===== src/rtl/bcpb_pkg.sv =====
// shared types and codes for the probability table blend
package bcpb_pkg;

   localparam int PCT_W = 8;
   localparam int PC_W = 3;
   localparam int CSR_IDX_W = 2;
   localparam int CSR_DATA_W = 64;

   typedef logic [PCT_W-1:0] pct_type;
   typedef logic [PC_W-1:0] pcount_type;

   localparam logic [CSR_IDX_W-1:0] CSR_PARENT_COUNT = 2'd0;
   localparam logic [CSR_IDX_W-1:0] CSR_CPT_LOW = 2'd1;
   localparam logic [CSR_IDX_W-1:0] CSR_CPT_HIGH = 2'd2;

   localparam pcount_type PC_TWO = 3'd2;
   localparam pcount_type PC_THREE = 3'd3;

endpackage


===== src/rtl/bcpb_cdiv.sv =====
// pipelined divide by a constant with round-down, correction and saturation
module bcpb_cdiv #(
   parameter int LANES = 4,
   parameter int X_W = 24,
   parameter int DIVISOR = 10000,
   parameter int SAT = 100,
   parameter int SIDE_W = 8
) (
   input  logic clock,
   input  logic reset,
   input  logic in_valid,
   output logic in_ready,
   input  logic [LANES-1:0][X_W-1:0] in_x,
   input  logic [SIDE_W-1:0] in_side,
   output logic out_valid,
   input  logic out_ready,
   output bcpb_pkg::pct_type [LANES-1:0] out_q,
   output logic [SIDE_W-1:0] out_side
);
   import bcpb_pkg::*;

   // floor reciprocal, estimate is low by at most one since x < 2^X_W
   localparam int R_W = X_W + 1;
   localparam int D_W = $clog2(DIVISOR + 1);
   localparam logic [R_W-1:0] RECIP = R_W'((64'd1 << X_W) / DIVISOR);
   localparam logic [D_W-1:0] DIV_C = D_W'(DIVISOR);
   localparam logic [X_W-1:0] DIV_X = X_W'(DIVISOR);
   localparam logic [X_W-1:0] SAT_X = X_W'(SAT);

   logic [2:0] v_ff;
   logic en0, en1, en2;

   logic [LANES-1:0][X_W-1:0] x1_ff, x2_ff;
   logic [LANES-1:0][X_W-1:0] qe1_ff, qe2_ff;
   logic [LANES-1:0][X_W-1:0] bp2_ff;
   pct_type [LANES-1:0] q3_ff;
   logic [SIDE_W-1:0] side1_ff, side2_ff, side3_ff;

   logic [LANES-1:0][X_W-1:0] qe1_in;
   logic [LANES-1:0][X_W-1:0] bp2_in;
   pct_type [LANES-1:0] q3_in;

   assign en2 = !v_ff[2] || out_ready;
   assign en1 = !v_ff[1] || en2;
   assign en0 = !v_ff[0] || en1;
   assign in_ready = en0;

   always_comb begin
      logic [X_W+R_W-1:0] prod;
      logic [X_W+D_W-1:0] back;
      logic [X_W-1:0] rem;
      logic [X_W-1:0] q;
      for (int i = 0; i < LANES; i++) begin
         prod = (X_W+R_W)'(in_x[i]) * (X_W+R_W)'(RECIP);
         qe1_in[i] = prod[X_W +: X_W];
         back = (X_W+D_W)'(qe1_ff[i]) * (X_W+D_W)'(DIV_C);
         bp2_in[i] = back[X_W-1:0];
         rem = x2_ff[i] - bp2_ff[i];
         q = (rem >= DIV_X) ? qe2_ff[i] + X_W'(1) : qe2_ff[i];
         q3_in[i] = (q > SAT_X) ? PCT_W'(SAT) : PCT_W'(q);
      end
   end

   always_ff @(posedge clock) begin
      if (reset) begin
         v_ff <= '0;
      end else begin
         if (en0) v_ff[0] <= in_valid;
         if (en1) v_ff[1] <= v_ff[0];
         if (en2) v_ff[2] <= v_ff[1];
      end
   end

   always_ff @(posedge clock) begin
      if (en0) begin
         x1_ff <= in_x;
         qe1_ff <= qe1_in;
         side1_ff <= in_side;
      end
      if (en1) begin
         x2_ff <= x1_ff;
         qe2_ff <= qe1_ff;
         bp2_ff <= bp2_in;
         side2_ff <= side1_ff;
      end
      if (en2) begin
         q3_ff <= q3_in;
         side3_ff <= side2_ff;
      end
   end

   assign out_valid = v_ff[2];
   assign out_q = q3_ff;
   assign out_side = side3_ff;

endmodule


===== config.mk =====
export PLATFORM = sky130hd
export DESIGN_NAME = bcpb_cdiv
export DESIGN_NICKNAME = d
export VERILOG_FILES = /design/src/rtl/bcpb_pkg.sv /design/src/rtl/bcpb_cdiv.sv
export SDC_FILE = /design/constraint.sdc
export NUM_CORES = 2
export LEC_CHECK = 0
export BUFFER_PORTS_ARGS = -buffer_cell sky130_fd_sc_hd__buf_2
export CORE_MARGIN = 4
export CORE_UTILIZATION = 44
export DETAILED_ROUTE_END_ITERATION = 7
export GPL_TIMING_DRIVEN = 0
export PLACE_DENSITY = 0.63
export SLEW_MARGIN = 5
export SYNTH_ARGS = -nofsm -noshare
export SYNTH_HDL_FRONTEND = slang
export SYNTH_SLANG_ARGS = --single-unit

===== constraint.sdc =====
create_clock -name clock -period 6.35 [get_ports clock]
set_input_delay 0 -clock clock [delete_from_list [all_inputs] [get_ports clock]]
set_output_delay 0 -clock clock [all_outputs]
set_load 0.01 [all_outputs]

# After elaboration in Yosys (flattened, before gate mapping)
# Cells that the tools add are included.
[totals]
register_bits = 419
input_bits = 108
[classes]
add_sub_neg = 8
mul = 8
n_lt_le_gt_ge = 8
n_mux = 4
reduce_logical = 6
[ops]
columns = ["op", "count"]
rows = [
  ["$mul 24x11->35 const B", 4],
  ["$ge 24x14->1 const B", 4],
  ["$sub 24x24->24", 4],
  ["$mul 11x10->20 const B", 4],
  ["$add 11x1->12 const B", 4],
  ["$gt 12x7->1 const B", 4],
  ["$mux 12", 4],
  ["$logic_not 1->1", 3],
  ["$logic_or 1x1->1", 3],
]

# Depth between registers and ports, before layout
[depth]
ltp_word = 4
mapped_depth = 22
mapped_depth_nobuf = 22

# Worst setup path after synthesis
# No wires, ideal clock.
[synth_timing]
path_type = "input to register"
startpoint = "in in_x[60] (netlist name)"
endpoint = "reg qe1_ff[57] (netlist name) (data pin)"
arrival_ps = 4911
t_required_ps = 6093
path_slack_ps = 1182
path_stages = 19
cell_sequence = "ha_1 > inv_1 > fa_1 > fa_1 > fa_1 > fa_1 > inv_1 > ha_1 > and3_1 > nand4_1 > a2111oi_0 > o21a_1 > o31ai_1 > a2111oi_0 > o21a_1 > o21a_1 > o21ai_0 > nand2b_1 > xor2_1"
[synth_lines]
columns = ["element", "line_no", "text"]
rows = [
  ["start: declaration", "bcpb_cdiv.sv:13", "input logic [LANES-1:0][X_W-1:0] in_x,"],
  ["end signal: assignment", "bcpb_cdiv.sv:77", "qe1_ff <= qe1_in;"],
  ["end: declaration", "bcpb_cdiv.sv:34", "logic [LANES-1:0][X_W-1:0] qe1_ff, qe2_ff;"],
]

==> flow_summary_export.csv <==
group,metric,value,unit
placed_design,port-buffer-count,149,
synthesis,synth_cell_types,90,
clocking,clock_latency,590,ps
synthesis,yosysSeqAreaShare,0.278,
finish,fill_cells,8208,
grt,met1_usage,0.241,
floorplanning,die_w,310,µm
sta,setup_viol,0,
placed_design,hpwl,65900,µm
worst_setup_path,path_max_fanout,5,
sta,fin_crit,5990,ps
clocking,numCtsBuffers,46,
grt,grt-busiest-layer,"met2",
sta,hold_violations,0,
synthesis,syn_avg_cell_area,10.8,µm²
synthesis,synth.ff_latch_count,371,
grt,grt_util_met3,0.0248,
worst_setup_path,critical_path_arrival,6300,ps
finish,num-nets-final,5290,
worst_setup_path,crit_slowest_cell,"a2111oi_0",
hold_path,hp-class,"in2reg",
worst_setup_path,crit_required,6660,ps
worst_setup_path,critical_path.endpoint_type,"flop",
grt,grt-ovfl-total,0,
sta,finalMaxSlewViolations,0,
detailed_routing,route.detailed.drc,0,
synthesis,ys_async_sr_fraction,0,
placed_design,place_congestion,0.827,
detailed_routing,first_pass_iters,5,
floorplanning,die_h,310,µm
synthesis,synth_edf_count,368,
floorplanning,initial_core_util,0.444,
worst_setup_path,crit_chain,"dlygate4sd3_1, buf_2, ha_1, ha_1, inv_1, fa_1, fa_1, fa_1, inv_1, ha_1, and3_1, nand4_1, a2111oi_2, o21a_1, o31ai_1, a2111oi_0, o21a_1, o21a_1, o21ai_0, nand2b_1, xor2_1",
synthesis,syn_area,0.0400,mm²
grt,antenna_found_initial,5,
clocking,cts_sinks,371,
synthesis,ys.flop_type,"edfxtp_1",
run,cap_violations,0,
run_status,status,"completed",
detailed_routing,viasPerCell,4.93,
grt,gr-usage-met2,0.295,
clocking,cts-htree-levels,2,
sta,relSlewSlack,0.439,
worst_setup_path,worstSetupStartpointType,"input pin",
detailed_routing,wl_per_cell,15.3,µm
worst_setup_path,cp_top_family,"adder cells",
detailed_routing,wirelength,79800,µm
grt,grt_pass1_vias,26566,
detailed_routing,vias,25672,
worst_setup_path,path_class,"in2reg",
clocking,post_cts_buffers,0,
sta,fmax,167,MHz
worst_setup_path,worst_path_largest_cell_delay,740,ps
floorplanning,rows,110,
placed_design,post_dp_cell_area,0.0424,mm²
clocking,cts_tree,"yes",
sta,hold_ws,132,ps
synthesis,ys.warnings.count,0,
detailed_routing,drt_iter0_drc,1006,
sta,finalCritPeriodShare,0.943,
floorplanning,die-area,0.0959,mm²
grt,grt_pass1_wl,134000,µm
worst_setup_path,critPathBufInv,4,
clocking,clock_path_buffers,3,
clocking,root_buffer,"clkbuf_16",
floorplanning,core_area,0.0901,mm²
floorplanning,ios,150,
sta,worst_slew_pin_slew,833,ps
grt,grt_max_degree,113,
finish,final_util,0.498,
sta,rsz0062_at_grt,"false",
clocking,clk_pin_slew,60,ps
grt,gr-usage-all-layers,0.174,
finish,final_area,0.0449,mm²
sta,fin_setup_tns,0,ps
finish,area.growth.synth_to_final,12.2,%
finish,drive_above_1_share,0.0661,
synthesis,synth_cells,3694,
detailed_routing,ant_nets,0,
sta,skew,21.3,ps
[path summary, 6_finish.rpt]
check | end | cells after the start | start | slack [ps]
setup / recovery | qe1_ff[57] | 21 | in_x[66] | 360
hold / removal | side1_ff[2] | 2 | in_side[2] | 130
setup reg to reg | bp2_ff[71] | 19 | qe1_ff[52] | 1180
hold reg to reg | x2_ff[28] | 0 | x1_ff[28] | 410
[placed cells by master, fill, tap and decap left out, types with 47 or more instances in the layout]
| cell type | instances |
|---|---|
| inv_1 | 973 |
| ha_1 | 804 |
| fa_1 | 388 |
| edfxtp_1 | 368 |
| buf_2 | 152 |
| nor2_1 | 143 |
| xnor2_1 | 124 |
| a21oi_1 | 120 |
| dlygate4sd3_1 | 92 |
| nand2_1 | 74 |
| a21o_1 | 64 |
| o21ai_0 | 64 |
| nor3_1 | 51 |
| xor2_1 | 48 |
| clkbuf_16 | 47 |
[kinds of logic (layout without fill, tap and decap cells)]
logic type,Yosys count,after routing,synth area share
adder cells (fa/ha/maj),1192,1192,0.445
buffers and inverters,995,1323,0.0936
AND/OR/NAND/NOR,487,487,0.0629
AO/OA/AOI/OAI,458,458,0.0782
flip-flops,371,371,0.278
XOR/XNOR,172,172,0.0376
multiplexers,18,18,0.00466
other,1,6,0.0000937
[stage by stage]
step,std cells,setup slack (ps)
after CTS,5201,47.9
after global routing,5202,13.1
after floorplan,3697,1180
after global placement,5022,-705
final,5203,360
after detailed placement,5026,-221
[layout make-up]
class,instances,area (µm²),share of cell area
plain buffers,20,86.3,0.00192
repair buffers,245,1770,0.0394
inverters,975,3670,0.0816
clock buffers,53,1200,0.0267
multi-input cells,2331,25200,0.561
clock inverters,30,422,0.00939
well taps,1176,1470,0.0328
diodes,2,5.00,0.000111
flip-flops and latches,371,11100,0.247
[synth_stat cells (all sizes together) (10+ instances only)]
| master | instances | area [µm²] |
|---|---|---|
| inv | 975 | 3660 |
| ha | 804 | 10100 |
| fa | 388 | 7770 |
| edfxtp | 368 | 11100 |
| nor2 | 144 | 543 |
| xnor2 | 124 | 1090 |
| a21oi | 120 | 601 |
| nand2 | 75 | 282 |
| o21ai | 70 | 350 |
| a21o | 65 | 489 |
| nor3 | 51 | 255 |
| xor2 | 48 | 420 |
| nand3 | 45 | 225 |
| o21a | 42 | 315 |
| nor2b | 25 | 156 |
| nand4 | 24 | 150 |
| nand2b | 21 | 131 |
| o21bai | 21 | 158 |
| a211oi | 17 | 133 |
| nor3b | 17 | 128 |
| o31ai | 16 | 125 |
| and3 | 15 | 93.8 |
| clkbuf | 15 | 56.3 |
| mux2i | 13 | 130 |
| a31o | 12 | 105 |
| a31oi | 11 | 68.8 |
| o211ai | 11 | 82.6 |
| or4 | 10 | 75.1 |
[layer usage]
metal	up-vias	share of wire
li1	12893	-
met1	12373	0.47
met2	326	0.47
met3	76	0.039
met4	4	0.015
met5	-	0.00034
[timing repair]
item / 4_1_cts / 5_1_grt
hold buffers: 92 / 0
gates resized for setup: 0 / 1
endpoints found under the hold margin: 98 / 0
endpoints found under the setup margin: 0 / 4
[state kept, by name, indices dropped and copies added (netlist names)]
register / flops
bp2_ff: 80
qe2_ff: 28
out_side: 8
side2_ff: 8
x1_ff: 80
v_ff: 3
out_q: 32
x2_ff: 80
qe1_ff: 44
side1_ff: 8
Power is left out: the tool's default activity adds up to more than one toggle a clock period on the data nets, which glitch-free logic cannot reach.
